==> src/rtl/stam_pkg.sv <==
`default_nettype none
package stam_pkg;

  localparam int MAX_TERMS   = 32;
  localparam int ADDR_W      = (MAX_TERMS > 1) ? $clog2(MAX_TERMS) : 1;
  localparam int CNT_W       = $clog2(MAX_TERMS + 1);
  localparam int RES_CNT_W   = $clog2(2 * MAX_TERMS + 1);
  localparam int OUT_COUNT_W = 7;
  localparam int VALUE_W     = 32;
  localparam int SUM_W       = 33;
  localparam int POS_W       = 16;
  localparam int ENTRY_W     = 2 * POS_W + VALUE_W;
  localparam int IN_DATA_W   = 64;
  localparam int OUT_DATA_W  = 72;
  localparam int CFG_INDEX_W = 8;
  localparam int CFG_DATA_W  = 16;

  // config register indexes
  localparam logic [CFG_INDEX_W-1:0] CFG_NUM_ROWS = CFG_INDEX_W'(0);
  localparam logic [CFG_INDEX_W-1:0] CFG_NUM_COLS = CFG_INDEX_W'(1);

  typedef enum logic [1:0] {
    REQ_LOAD_A = 2'd0,
    REQ_LOAD_B = 2'd1,
    REQ_RUN    = 2'd2,
    REQ_NONE   = 2'd3
  } req_type_t;

  typedef enum logic [3:0] {
    ST_IDLE   = 4'b0001,
    ST_FETCH  = 4'b0010,
    ST_MERGE  = 4'b0100,
    ST_FINISH = 4'b1000
  } state_t;

  typedef struct packed {
    logic [VALUE_W-1:0] value;
    logic [POS_W-1:0]   col;
    logic [POS_W-1:0]   row;
  } entry_t;

endpackage
`default_nettype wire

==> src/rtl/stam_ram.sv <==
`default_nettype none
module stam_ram #(
  parameter int WIDTH = 64,
  parameter int DEPTH = 32
) (
  input  wire logic                                      clk,
  input  wire logic                                      wr_en,
  input  wire logic [((DEPTH > 1) ? $clog2(DEPTH) : 1)-1:0] wr_addr,
  input  wire logic [WIDTH-1:0]                          wr_data,
  input  wire logic [((DEPTH > 1) ? $clog2(DEPTH) : 1)-1:0] rd_addr,
  output logic      [WIDTH-1:0]                          rd_data
);

  logic [WIDTH-1:0] mem [DEPTH];

  always_ff @(posedge clk) begin
    if (wr_en) begin
      mem[wr_addr] <= wr_data;
    end
    rd_data <= mem[rd_addr];
  end

endmodule
`default_nettype wire

==> src/rtl/sparse_triplet_matrix_add.sv <==
// sparse matrix add over two triplet lists (row, column, value)
// input stream: tuser carries the request kind (load A, load B, run),
// tdata carries row, column and a signed 32-bit value of the entry
// a load is taken and appended to its list; a load into a
// full list is dropped and flagged on the results of the next run
// a run merges both lists in row-major order; each merge step reads
// both list memories (fetch state), then uses the shared compare and
// 33-bit adder (merge state); the last result is presented in the same
// cycle that s_axis_tready rises; a run on two empty lists goes straight
// to the finish state; s_axis_tready stays low during a run
// each result is held back one step so the last one can carry tlast and
// the result count; an empty run gives one transfer flagged empty
// the merge waits whenever the output register holds a transfer that the
// receiver has not taken; nothing is lost while m_axis_tready is low
// after a run both lists and the drop flag are cleared
// reset (rst, synchronous) empties both lists and clears the drop flag
// config writes (matrix dimensions) are always taken and do not change
// any result
`default_nettype none
module sparse_triplet_matrix_add (
  input  wire logic                              clk,
  input  wire logic                              rst,
  input  wire logic                              s_axis_tvalid,
  output logic                                   s_axis_tready,
  // in_row, in_col, in_value
  input  wire logic [stam_pkg::IN_DATA_W-1:0]    s_axis_tdata,
  // req_type
  input  wire logic [1:0]                        s_axis_tuser,
  output logic                                   m_axis_tvalid,
  input  wire logic                              m_axis_tready,
  // out_row, out_col, out_value, out_count
  output logic      [stam_pkg::OUT_DATA_W-1:0]   m_axis_tdata,
  output logic                                   m_axis_tlast,
  // out_empty, overflow_seen
  output logic      [1:0]                        m_axis_tuser,
  input  wire logic                              cfg_valid,
  output logic                                   cfg_ready,
  input  wire logic [stam_pkg::CFG_INDEX_W-1:0]  cfg_index,
  input  wire logic [stam_pkg::CFG_DATA_W-1:0]   cfg_data
);
  import stam_pkg::*;

  state_t               state;
  logic [CNT_W-1:0]     a_count;
  logic [CNT_W-1:0]     b_count;
  logic                 dropped;
  logic [CNT_W-1:0]     ia;
  logic [CNT_W-1:0]     ib;
  logic [RES_CNT_W-1:0] res_n;
  logic                 pend_valid;
  logic [POS_W-1:0]     pend_row;
  logic [POS_W-1:0]     pend_col;
  logic [SUM_W-1:0]     pend_value;
  logic [CFG_DATA_W-1:0] num_rows;
  logic [CFG_DATA_W-1:0] num_cols;

  logic [POS_W-1:0]       o_row;
  logic [POS_W-1:0]       o_col;
  logic [SUM_W-1:0]       o_value;
  logic [OUT_COUNT_W-1:0] o_count;
  logic                   o_empty;
  logic                   o_ovf;

  entry_t a_rd;
  entry_t b_rd;
  entry_t in_entry;
  req_type_t req;

  logic s_xfer;
  logic out_busy;
  logic out_load;
  logic wr_a;
  logic wr_b;

  logic               a_ok;
  logic               b_ok;
  logic [2*POS_W-1:0] key_a;
  logic [2*POS_W-1:0] key_b;
  logic               same_pos;
  logic               take_b;
  logic [VALUE_W-1:0] op1;
  logic [VALUE_W-1:0] op2;
  logic [SUM_W-1:0]   sum;
  logic               produce;
  logic [CNT_W-1:0]   ia_next;
  logic [CNT_W-1:0]   ib_next;
  logic [POS_W-1:0]   cand_row;
  logic [POS_W-1:0]   cand_col;

  // dimensions are not checked, so writes are simply taken
  assign cfg_ready = 1'b1;

  always_ff @(posedge clk) begin
    if (rst) begin
      num_rows <= '0;
      num_cols <= '0;
    end else if (cfg_valid && cfg_ready) begin
      case (cfg_index)
        CFG_NUM_ROWS: begin
          num_rows <= cfg_data;
        end
        CFG_NUM_COLS: begin
          num_cols <= cfg_data;
        end
        default: begin
        end
      endcase
    end
  end

  assign in_entry      = entry_t'(s_axis_tdata);
  assign req           = req_type_t'(s_axis_tuser);
  assign s_axis_tready = (state == ST_IDLE);
  assign s_xfer        = s_axis_tvalid && s_axis_tready;
  assign out_busy      = m_axis_tvalid && !m_axis_tready;
  assign out_load      = !out_busy && (((state == ST_MERGE) && produce && pend_valid) ||
                                       (state == ST_FINISH));
  assign wr_a = s_xfer && (req == REQ_LOAD_A) && (a_count < CNT_W'(MAX_TERMS));
  assign wr_b = s_xfer && (req == REQ_LOAD_B) && (b_count < CNT_W'(MAX_TERMS));

  stam_ram #(.WIDTH(ENTRY_W), .DEPTH(MAX_TERMS)) u_list_a (
    .clk     (clk),
    .wr_en   (wr_a),
    .wr_addr (a_count[ADDR_W-1:0]),
    .wr_data (in_entry),
    .rd_addr (ia[ADDR_W-1:0]),
    .rd_data (a_rd)
  );

  stam_ram #(.WIDTH(ENTRY_W), .DEPTH(MAX_TERMS)) u_list_b (
    .clk     (clk),
    .wr_en   (wr_b),
    .wr_addr (b_count[ADDR_W-1:0]),
    .wr_data (in_entry),
    .rd_addr (ib[ADDR_W-1:0]),
    .rd_data (b_rd)
  );

  // shared compare and add unit
  always_comb begin
    a_ok     = (ia < a_count);
    b_ok     = (ib < b_count);
    key_a    = {a_rd.row, a_rd.col};
    key_b    = {b_rd.row, b_rd.col};
    same_pos = a_ok && b_ok && (key_a == key_b);
    take_b   = !same_pos && !(!b_ok || (a_ok && (key_a < key_b)));
    op1      = take_b ? b_rd.value : a_rd.value;
    op2      = same_pos ? b_rd.value : '0;
    sum      = {op1[VALUE_W-1], op1} + {op2[VALUE_W-1], op2};
    produce  = !same_pos || (sum != '0);
    cand_row = take_b ? b_rd.row : a_rd.row;
    cand_col = take_b ? b_rd.col : a_rd.col;
    ia_next  = (take_b) ? ia : ia + CNT_W'(1);
    ib_next  = (same_pos || take_b) ? ib + CNT_W'(1) : ib;
  end

  always_ff @(posedge clk) begin
    if (rst) begin
      state         <= ST_IDLE;
      a_count       <= '0;
      b_count       <= '0;
      dropped       <= 1'b0;
      ia            <= '0;
      ib            <= '0;
      res_n         <= '0;
      pend_valid    <= 1'b0;
      m_axis_tvalid <= 1'b0;
    end else begin
      if (out_load) begin
        m_axis_tvalid <= 1'b1;
      end else if (m_axis_tready) begin
        m_axis_tvalid <= 1'b0;
      end
      case (state)
        ST_IDLE: begin
          if (s_xfer) begin
            case (req)
              REQ_LOAD_A: begin
                if (wr_a) begin
                  a_count <= a_count + CNT_W'(1);
                end else begin
                  dropped <= 1'b1;
                end
              end
              REQ_LOAD_B: begin
                if (wr_b) begin
                  b_count <= b_count + CNT_W'(1);
                end else begin
                  dropped <= 1'b1;
                end
              end
              REQ_RUN: begin
                ia         <= '0;
                ib         <= '0;
                res_n      <= '0;
                pend_valid <= 1'b0;
                if (a_count == '0 && b_count == '0) begin
                  state <= ST_FINISH;
                end else begin
                  state <= ST_FETCH;
                end
              end
              default: begin
              end
            endcase
          end
        end
        ST_FETCH: begin
          state <= ST_MERGE;
        end
        ST_MERGE: begin
          if (!out_busy) begin
            if (produce) begin
              if (pend_valid) begin
                o_row         <= pend_row;
                o_col         <= pend_col;
                o_value       <= pend_value;
                o_count       <= '0;
                o_empty       <= 1'b0;
                o_ovf         <= dropped;
                m_axis_tlast  <= 1'b0;
              end
              pend_valid <= 1'b1;
              pend_row   <= cand_row;
              pend_col   <= cand_col;
              pend_value <= sum;
              res_n      <= res_n + RES_CNT_W'(1);
            end
            ia <= ia_next;
            ib <= ib_next;
            if (ia_next < a_count || ib_next < b_count) begin
              state <= ST_FETCH;
            end else begin
              state <= ST_FINISH;
            end
          end
        end
        ST_FINISH: begin
          if (!out_busy) begin
            m_axis_tlast  <= 1'b1;
            o_ovf         <= dropped;
            if (pend_valid) begin
              o_row   <= pend_row;
              o_col   <= pend_col;
              o_value <= pend_value;
              o_count <= OUT_COUNT_W'(res_n);
              o_empty <= 1'b0;
            end else begin
              o_row   <= '0;
              o_col   <= '0;
              o_value <= '0;
              o_count <= '0;
              o_empty <= 1'b1;
            end
            pend_valid <= 1'b0;
            a_count    <= '0;
            b_count    <= '0;
            dropped    <= 1'b0;
            state      <= ST_IDLE;
          end
        end
        default: begin
          state <= ST_IDLE;
        end
      endcase
    end
  end

  assign m_axis_tdata = {o_count, o_value, o_col, o_row};
  assign m_axis_tuser = {o_ovf, o_empty};

  a_cleared_after_run: assert property (@(posedge clk) disable iff (rst)
    (state == ST_FINISH && !out_busy) |=> (a_count == '0 && b_count == '0 && !dropped))
    else $error("lists not cleared after a run");

  a_count_bound: assert property (@(posedge clk) disable iff (rst)
    (a_count <= CNT_W'(MAX_TERMS)) && (b_count <= CNT_W'(MAX_TERMS)))
    else $error("list count beyond capacity");

  a_pend_counted: assert property (@(posedge clk) disable iff (rst)
    pend_valid |-> (res_n != '0))
    else $error("held result not counted");

  a_last_count: assert property (@(posedge clk) disable iff (rst)
    (m_axis_tvalid && m_axis_tlast && !o_empty) |-> (o_count != '0))
    else $error("last result without a count");

endmodule
`default_nettype wire
==> config.mk <==
export PLATFORM = sky130hd
export DESIGN_NAME = sparse_triplet_matrix_add
export DESIGN_NICKNAME = d
export VERILOG_FILES = /design/src/rtl/stam_pkg.sv /design/src/rtl/stam_ram.sv /design/src/rtl/sparse_triplet_matrix_add.sv
export SDC_FILE = /design/constraint.sdc
export NUM_CORES = 2
export LEC_CHECK = 0
export BUFFER_PORTS_ARGS = -buffer_cell sky130_fd_sc_hd__buf_2
export CORE_MARGIN = 4
export CORE_UTILIZATION = 55
export DETAILED_ROUTE_END_ITERATION = 10
export GPL_TIMING_DRIVEN = 0
export PLACE_DENSITY = 0.75
export SLEW_MARGIN = 0
export SYNTH_ARGS = -nofsm -noshare
export SYNTH_HDL_FRONTEND = slang
export SYNTH_SLANG_ARGS = --single-unit
==> constraint.sdc <==
create_clock -name clk -period 18.6 [get_ports clk]
set_input_delay 1.86 -clock clk [delete_from_list [all_inputs] [get_ports clk]]
set_output_delay 1.86 -clock clk [all_outputs]
set_load 0.02 [all_outputs]
## Word level (Yosys, flattened, before mapping)

Memories as Yosys holds them, arrays and structs flattened. A register that Yosys moved wholly into a read port is not among the register bits.
Index checks and enable logic that the tools add are counted.

- Mux-type cells: 87
- Reduce and logical (&&, ||, !) cells: 42
- Equality and inequality tests: 20
- $lt $le $gt $ge: 7
- Add/sub/neg operators: 6
- Bitwise gates (word level): 2

Operators by type and width:

| kind | count |
|---|---|
| $mux 16 | 12 |
| $mux 33 | 5 |
| $mux 6 | 13 |
| $pmux 33 s2 | 1 |
| $mux 32 | 2 |
| $pmux 16 s2 | 2 |
| $mux 7 | 9 |
| $pmux 6 s2 | 4 |
| $add 32x32->33 | 1 |
| $reduce_bool 33->1 | 1 |
| $eq 32x32->1 | 1 |
| $lt 32x32->1 | 1 |
| $pmux 7 s2 | 2 |
| $add 6x1->6 const B | 4 |
| $lt 6x6->1 | 4 |
| $mux 1 | 24 |
| $mux 4 | 6 |
| $reduce_and 6->1 | 3 |
| $pmux 4 s4 | 1 |
| $reduce_and 5->1 | 3 |
| $logic_and 1x1->1 | 14 |
| $logic_not 6->1 | 2 |
| $lt 6x6->1 const B | 2 |
| $ne 2x1->1 const B | 6 |
| other kinds (19) | 41 |

- Memories kept: 2
- Bits in registers: 178
- RAM bits: 4,096
- Output and inout bits: 78
- Logic and storage cells: 185
- Bits of input ports: 95

Memories:

| name | depth | bits a word | read ports | clocked after memory_dff | wr ports | RTL line | text |
|---|---|---|---|---|---|---|---|
| u_list_a.mem | 32 | 64 | 1 | 1 | 1 | stam_ram.sv:14 | `logic [WIDTH-1:0] mem [DEPTH];` |
| u_list_b.mem | 32 | 64 | 1 | 1 | 1 | stam_ram.sv:14 |  |

## Depth between registers and ports, before layout

- Word-level depth: 14
- Gate-level depth with buffers: 26
- Gate-level depth less buffers: 22

## Hierarchy

From an unflattened synthesis, not the netlist that was laid out.

- Cells, all modules: 7,305
- Area, all modules: 169,074.7 µm²

By module, submodules not included:

| module | sequential area each (µm²) | times used | area an instance (µm²) | cells an instance |
|---|---|---|---|---|
| stam_ram at u_list_a | 62,780.2 | 1 | 78,965.7 | 3,096 |
| stam_ram at u_list_b | 62,780.2 | 1 | 78,964.5 | 3,096 |
| sparse_triplet_matrix_add | 4,964.8 | 1 | 11,144.4 | 1,113 |

## Worst setup path after synthesis

OpenSTA, ideal clock, no wires.

- Path kind: flip-flop to flip-flop
- Start: register a_count[3]
- End: register m_axis_tlast, enable pin
- Required time: 17,999 ps
- Period minus slack after synthesis: 10,729 ps
- Data arrival time: 10,129 ps
- Setup slack: 7,871 ps
- Setup time: 601 ps
- Stages on the path, launching flop included: 25
- Buffers on the path: 3
- Path through: dfxtp_1 -> clkbuf_1 -> inv_1 -> ha_1 -> o21a_1 -> a21oi_1 -> o21ai_0 -> a2111oi_0 -> nand4_1 -> nand2_1 -> buf_2 -> buf_2 -> mux2_2 -> ha_1 -> fa_1 -> a21o_1 -> a221oi_2 -> o311ai_2 -> a211o_2 -> o21ai_0 -> o211a_1 -> a21oi_1 -> nand4_1 -> a31oi_1 -> nor3_1

- Cells in the longest elaborated chain, start to end: 11
- Elaborated cells between the ends (all ways): 15
- Those cells by class: 1 x add/sub; 1 x order compare; 1 x eq/ne; 2 x mux; 10 x reduce/logical

Ends and longest elaborated chain:

| what | RTL line | text |
|---|---|---|
| start: declaration | sparse_triplet_matrix_add.sv:44 | `logic [CNT_W-1:0] a_count;` |
| start signal: assignment | sparse_triplet_matrix_add.sv:180 | `a_count <= a_count + CNT_W'(1);` |
| $lt 6x6->1 (*) | sparse_triplet_matrix_add.sv:141 | `a_ok = (ia < a_count);` |
| $logic_and 1x1->1 (on tied branches) | sparse_triplet_matrix_add.sv:145, sparse_triplet_matrix_add.sv:146 |  |
| $logic_and 1x1->1 / $logic_or 1x1->1 (equally long branches) | sparse_triplet_matrix_add.sv:145, sparse_triplet_matrix_add.sv:146 |  |
| $logic_not 1->1 (on tied branches) | sparse_triplet_matrix_add.sv:146, sparse_triplet_matrix_add.sv:150 |  |
| $logic_and 1x1->1 | sparse_triplet_matrix_add.sv:146 | `take_b = !same_pos && !(!b_ok \|\| (a_ok && (key_a < key_b)));` |
| $mux 32 | sparse_triplet_matrix_add.sv:147 | `op1 = take_b ? b_rd.value : a_rd.value;` |
| $add 32x32->33 | sparse_triplet_matrix_add.sv:149 | `sum = {op1[VALUE_W-1], op1} + {op2[VALUE_W-1], op2};` |
| $reduce_bool 33->1 | sparse_triplet_matrix_add.sv:150 | `produce = !same_pos \|\| (sum != '0);` |
| $logic_or 1x1->1 (*) | sparse_triplet_matrix_add.sv:150 |  |
| $ne 2x2->1 (no line) (*) | -- |  |
| $reduce_and 6->1 (no line) (*) | -- |  |
| end signal: assignment | sparse_triplet_matrix_add.sv:221 | `m_axis_tlast <= 1'b0;` |
| end signal: assignment | sparse_triplet_matrix_add.sv:240 | `m_axis_tlast <= 1'b1;` |
| end: declaration | sparse_triplet_matrix_add.sv:33 | `output logic m_axis_tlast,` |

Every way passes the cells marked *; elsewhere a longest branch is shown, timed or not.
A chain may end at the register's enable or synchronous reset.

## Worst setup path after layout

- Start: register a_count[3]
- End: register o_value[18], enable pin

- Cells in the longest elaborated chain, start to end: 11
- Elaborated cells between the ends (all ways): 15
- Those cells by class: 1 x add/sub; 1 x order compare; 1 x eq/ne; 2 x mux; 10 x reduce/logical

Ends and longest elaborated chain:

| what | RTL line | text |
|---|---|---|
| $lt 6x6->1 (*) | sparse_triplet_matrix_add.sv:141 |  |
| $logic_and 1x1->1 (on tied branches) | sparse_triplet_matrix_add.sv:145, sparse_triplet_matrix_add.sv:146 |  |
| $logic_and 1x1->1 / $logic_or 1x1->1 (equally long branches) | sparse_triplet_matrix_add.sv:145, sparse_triplet_matrix_add.sv:146 |  |
| $logic_not 1->1 (on tied branches) | sparse_triplet_matrix_add.sv:146, sparse_triplet_matrix_add.sv:150 |  |
| $logic_and 1x1->1 | sparse_triplet_matrix_add.sv:146 |  |
| $mux 32 | sparse_triplet_matrix_add.sv:147 |  |
| $add 32x32->33 | sparse_triplet_matrix_add.sv:149 |  |
| $reduce_bool 33->1 | sparse_triplet_matrix_add.sv:150 |  |
| $logic_or 1x1->1 (*) | sparse_triplet_matrix_add.sv:150 |  |
| $ne 2x2->1 (no line) (*) | -- |  |
| $reduce_and 6->1 (no line) (*) | -- |  |
| end signal: assignment | sparse_triplet_matrix_add.sv:217 | `o_value <= pend_value;` |
| end signal: assignment | sparse_triplet_matrix_add.sv:245 | `o_value <= pend_value;` |
| end: declaration | sparse_triplet_matrix_add.sv:59 | `logic [SUM_W-1:0] o_value;` |

Marked as above.

==> key figures <==
Setup path
  – FF-to-FF setup slack: 8.30 ns
  – Crit path max fanout: 16
  – Reg2reg end: o_value[18]
  – Crit path DAT: 10.94 ns
  – Reg-to-Reg Start: a_count[3]
  – Crit start category: flip-flop
  – Crit path kind: reg2reg
  – Reg2Reg Depth: 26
  – CP endpoint kind: flip-flop
  – Data required, critical path: 19.24 ns

Synth
  – Post-synthesis register bit count: 4402
  – FFs w/ async S/R, synth: 0%
  – Post-synth cell types: 80
  – Sequential-to-total area share from yosys stat: 77.4%
  – Cell Area, Synth: 169000 µm²
  – Synth Warn #: 0
  – Post-Syn Area per Cell: 23.5 µm²
  – Top FF cell, synth: edfxtp_1
  – Net Count, Synth: 7358
  – Mapped Cells: 7167
  – Number of flops mapped to enable cells by yosys: 4236

Global route
  – Vias in the first global route: 85100
  – Overall routing resource usage: 29.6%
  – First-pass GRT wire length: 655000 µm
  – Congestion Overflow GR: 0
  – Largest net degree at the start of global routing: 65
  – Initial antenna violation count: 22

STA
  – Count of final setup violators: 0
  – Total negative slack: 0 ns
  – Slew headroom: -8.93%
  – Clk_skew: 0.0457 ns
  – Slew Viols, Final: 11
  – Setup slack after layout: 8.30 ns
  – Fin crit share: 55.4%
  – RSZ-0062 raised after global routing: no
  – Final Hold Vio Count: 0
  – Post-layout min period: 10.30 ns
  – Pin slew with the least headroom to its limit: 1.63 ns
  – Fmax: 0.0971 GHz

Min path
  – Worst Hold Class: reg2reg
  – Hold path depth: 2
  – Endpoint, Worst Hold: res_n[6]
  – Worst hold start: res_n[6]

Route
  – # DRC: 0
  – 1st-iter DRT viols: 14800
  – Remaining antenna violation count: 0
  – Via-to-Cell Ratio: 6.83
  – Routed wire length: 468000 µm
  – Vias post-DR: 84800
  – WL/cell: 37.7 µm
  – Detailed Routing Iterations Pass 1: 7

Layout
  – Nets: 8131
  – Most frequent cells in the layout: edfxtp_1 (4236), mux4_2 (1280), clkbuf_16 (425)
  – Share of layout cells above drive strength 1: 30.2%
  – Commonest non-fill, non-tap cell in the layout: edfxtp_1
  – Syn-to-layout area delta: 14.3%

Floorplanning
  – Die W: 562 µm
  – # rows: 203
  – Die ar.: 316000 µm²
  – Starting Density: 55.2%
  – Total core area: 306000 µm²
  – I/O pins: 173
  – Die height: 562 µm

CTS
  – TritonCTS Sinks: 4402
  – Hold buffer count at cts: 0
  – Clk Latency, worst-skew pair: 0.97 ns
  – Clock transition at the registers of the reported paths: 0.07 ns
  – CTS HTree Levels: 5
  – Root buf cell: clkbuf_16
  – Post-CTS Resized: 0
  – Post CTS Setup Buffer Count: 0
  – TritonCTS clock tree: yes
  – Deepest clock path buffer count: 4
  – TritonCTS buffer count: 420

Run status
  – Status: finished, violations left
  – Failing checks: capacitance limit, slew limit

Pwr
  – Pwr per Cell Area: 102 nW/µm²
  – Leak: 58.8 nW
  – VDD IR-drop max: 0.0871 mV

Job
  – Maxcap violations: 1

Placed design
  – Hpwl dp: 290000 µm
  – GP Congestion: 0.925
  – Place WS: 9.03 ns
  – Port bufs: 145
-- how the worst max path moves through the flow --
stage	to	from	depth (start not counted)
after floorplan	m_axis_tlast	a_count[3]	24
after global placement	o_col[8]	a_count[3]	23
after detailed placement	o_value[18]	a_count[3]	26
after CTS	o_value[18]	a_count[3]	26
after global routing	o_value[20]	a_count[3]	26
final	o_value[18]	a_count[3]	26
-- power breakdown --
group / total [W] / switching (W) / internal [W]
Sequential: 0.0109 / 0.0000139 / 0.0109
Clock: 0.00841 / 0.00369 / 0.00471
Combinational: 0.000286 / 0.000228 / 0.0000587
-- Yosys cell counts (3+ instances only) --
cell | instances | share of area (%)
nand2b_1 | 8 | 0.030
a21oi_1 | 71 | 0.21
o21a_1 | 6 | 0.027
mux2_2 | 165 | 1.1
and3_1 | 14 | 0.052
xnor2_1 | 28 | 0.15
buf_1 | 105 | 0.23
or4_1 | 5 | 0.022
buf_4 | 4 | 0.018
o31ai_1 | 5 | 0.022
a211o_1 | 3 | 0.016
edfxtp_1 | 4236 | 75
nand4_1 | 34 | 0.13
nand3_1 | 25 | 0.074
o21ai_0 | 75 | 0.22
xor2_1 | 8 | 0.042
inv_1 | 68 | 0.15
and4_1 | 4 | 0.021
mux4_2 | 1280 | 17
nor3_1 | 14 | 0.042
or3_1 | 13 | 0.048
a22oi_1 | 4 | 0.018
buf_2 | 15 | 0.045
o21bai_1 | 5 | 0.022
clkbuf_1 | 230 | 0.51
o221ai_1 | 3 | 0.016
and2_1 | 39 | 0.14
mux2i_1 | 4 | 0.024
nand2_1 | 107 | 0.24
o22ai_1 | 3 | 0.011
nand3b_1 | 3 | 0.013
a211oi_1 | 6 | 0.027
nor4b_1 | 4 | 0.021
nor2_1 | 127 | 0.28
nor4_1 | 10 | 0.037
o211ai_1 | 8 | 0.036
nor2b_1 | 73 | 0.27
dfxtp_1 | 166 | 2.0
a31oi_1 | 6 | 0.022
a21o_1 | 33 | 0.15
nor3b_1 | 3 | 0.013
a211oi_2 | 3 | 0.022
ha_1 | 95 | 0.70
-- state kept, by name (all words and copies together), names as in the netlist, 4 cells and up --
register / cells
o_col: 16
o_count: 7
pend_row: 16
o_row: 16
ia: 6
pend_value: 33
b_count: 6
res_n: 7
u_list_a.mem: 2048
ib: 6
a_count: 6
o_value: 33
u_list_b.mem: 2048
u_list_b.rd_data: 64
u_list_a.rd_data: 64
state: 4
pend_col: 16
-- critical path: stages (launching register included) --
cell and delay (ns):
dfxtp_1 0.32, clkbuf_1 0.36, inv_1 0.23, ha_1 0.36, o21a_1 0.11, a21oi_1 0.16
o21ai_0 0.51, a2111oi_0 1.12, nand4_1 0.50, nand2_1 0.33, buf_2 0.37, buf_2 0.56
mux2_2 0.41, ha_1 0.27, clkbuf_1 0.33, nand4_1 0.28, nor4b_1 0.53, a211oi_2 0.20
a21oi_1 0.46, o211a_1 0.32, a21oi_1 0.08, nand4_1 0.37, a31oi_1 0.24, nor3_2 0.74
buf_6 0.31, buf_6 0.21, buf_6 0.20
-- layout make-up --
type	instances	area [µm²]
clock buffer	557	11300
timing repair buffer	351	4930
tap	4100	5130
sequential	4402	131000
multi-input combinational	2341	37000
antenna	18	45.0
inverter	69	259
clock inverter	219	2090
buffer	355	1400
fill	19000	113000
-- through the flow --
step	utilization [%]	instances	power [W]	instance area, µm²	hold WS [ns]
detailed placement	58.6	11600	0.0114	179000	0.488
finish	63.1	12400	0.0196	193000	0.508
global placement	57.1	11400	0.0114	174000	0.468
CTS	63.0	12400	0.0196	193000	0.502
global route	63.1	12400	0.0201	193000	0.515
floorplan	-	7167	0.0112	169000	0.409
-- routing by layer --
metal | GRT usage [%] | share of wire [%] | vias to the layer above | wire, µm
met1 | 40.1 | 35 | 44400 | 162000
li1 | - | - | 32100 | -
met5 | 0 | 0.0028 | - | 13
met3 | 7.02 | 12 | 1216 | 56300
met2 | 45.8 | 47 | 7015 | 222000
met4 | 14.9 | 6.0 | 2 | 28000
-- kinds of logic after synthesis --
| logic type | Yosys count | share of synthesized area [%] |
|---|---|---|
| AOI/OAI and AO/OA | 266 | 1.01 |
| xor gates and xnor gates | 36 | 0.187 |
| adders and majority gates | 96 | 0.717 |
| buffers and inverters | 424 | 0.968 |
| DFF | 4402 | 77.4 |
| muxes | 1449 | 18.2 |
| other | 1 | 0.00222 |
| and+or+nand+nor | 493 | 1.49 |
Power figures use the tool's default switching activity.
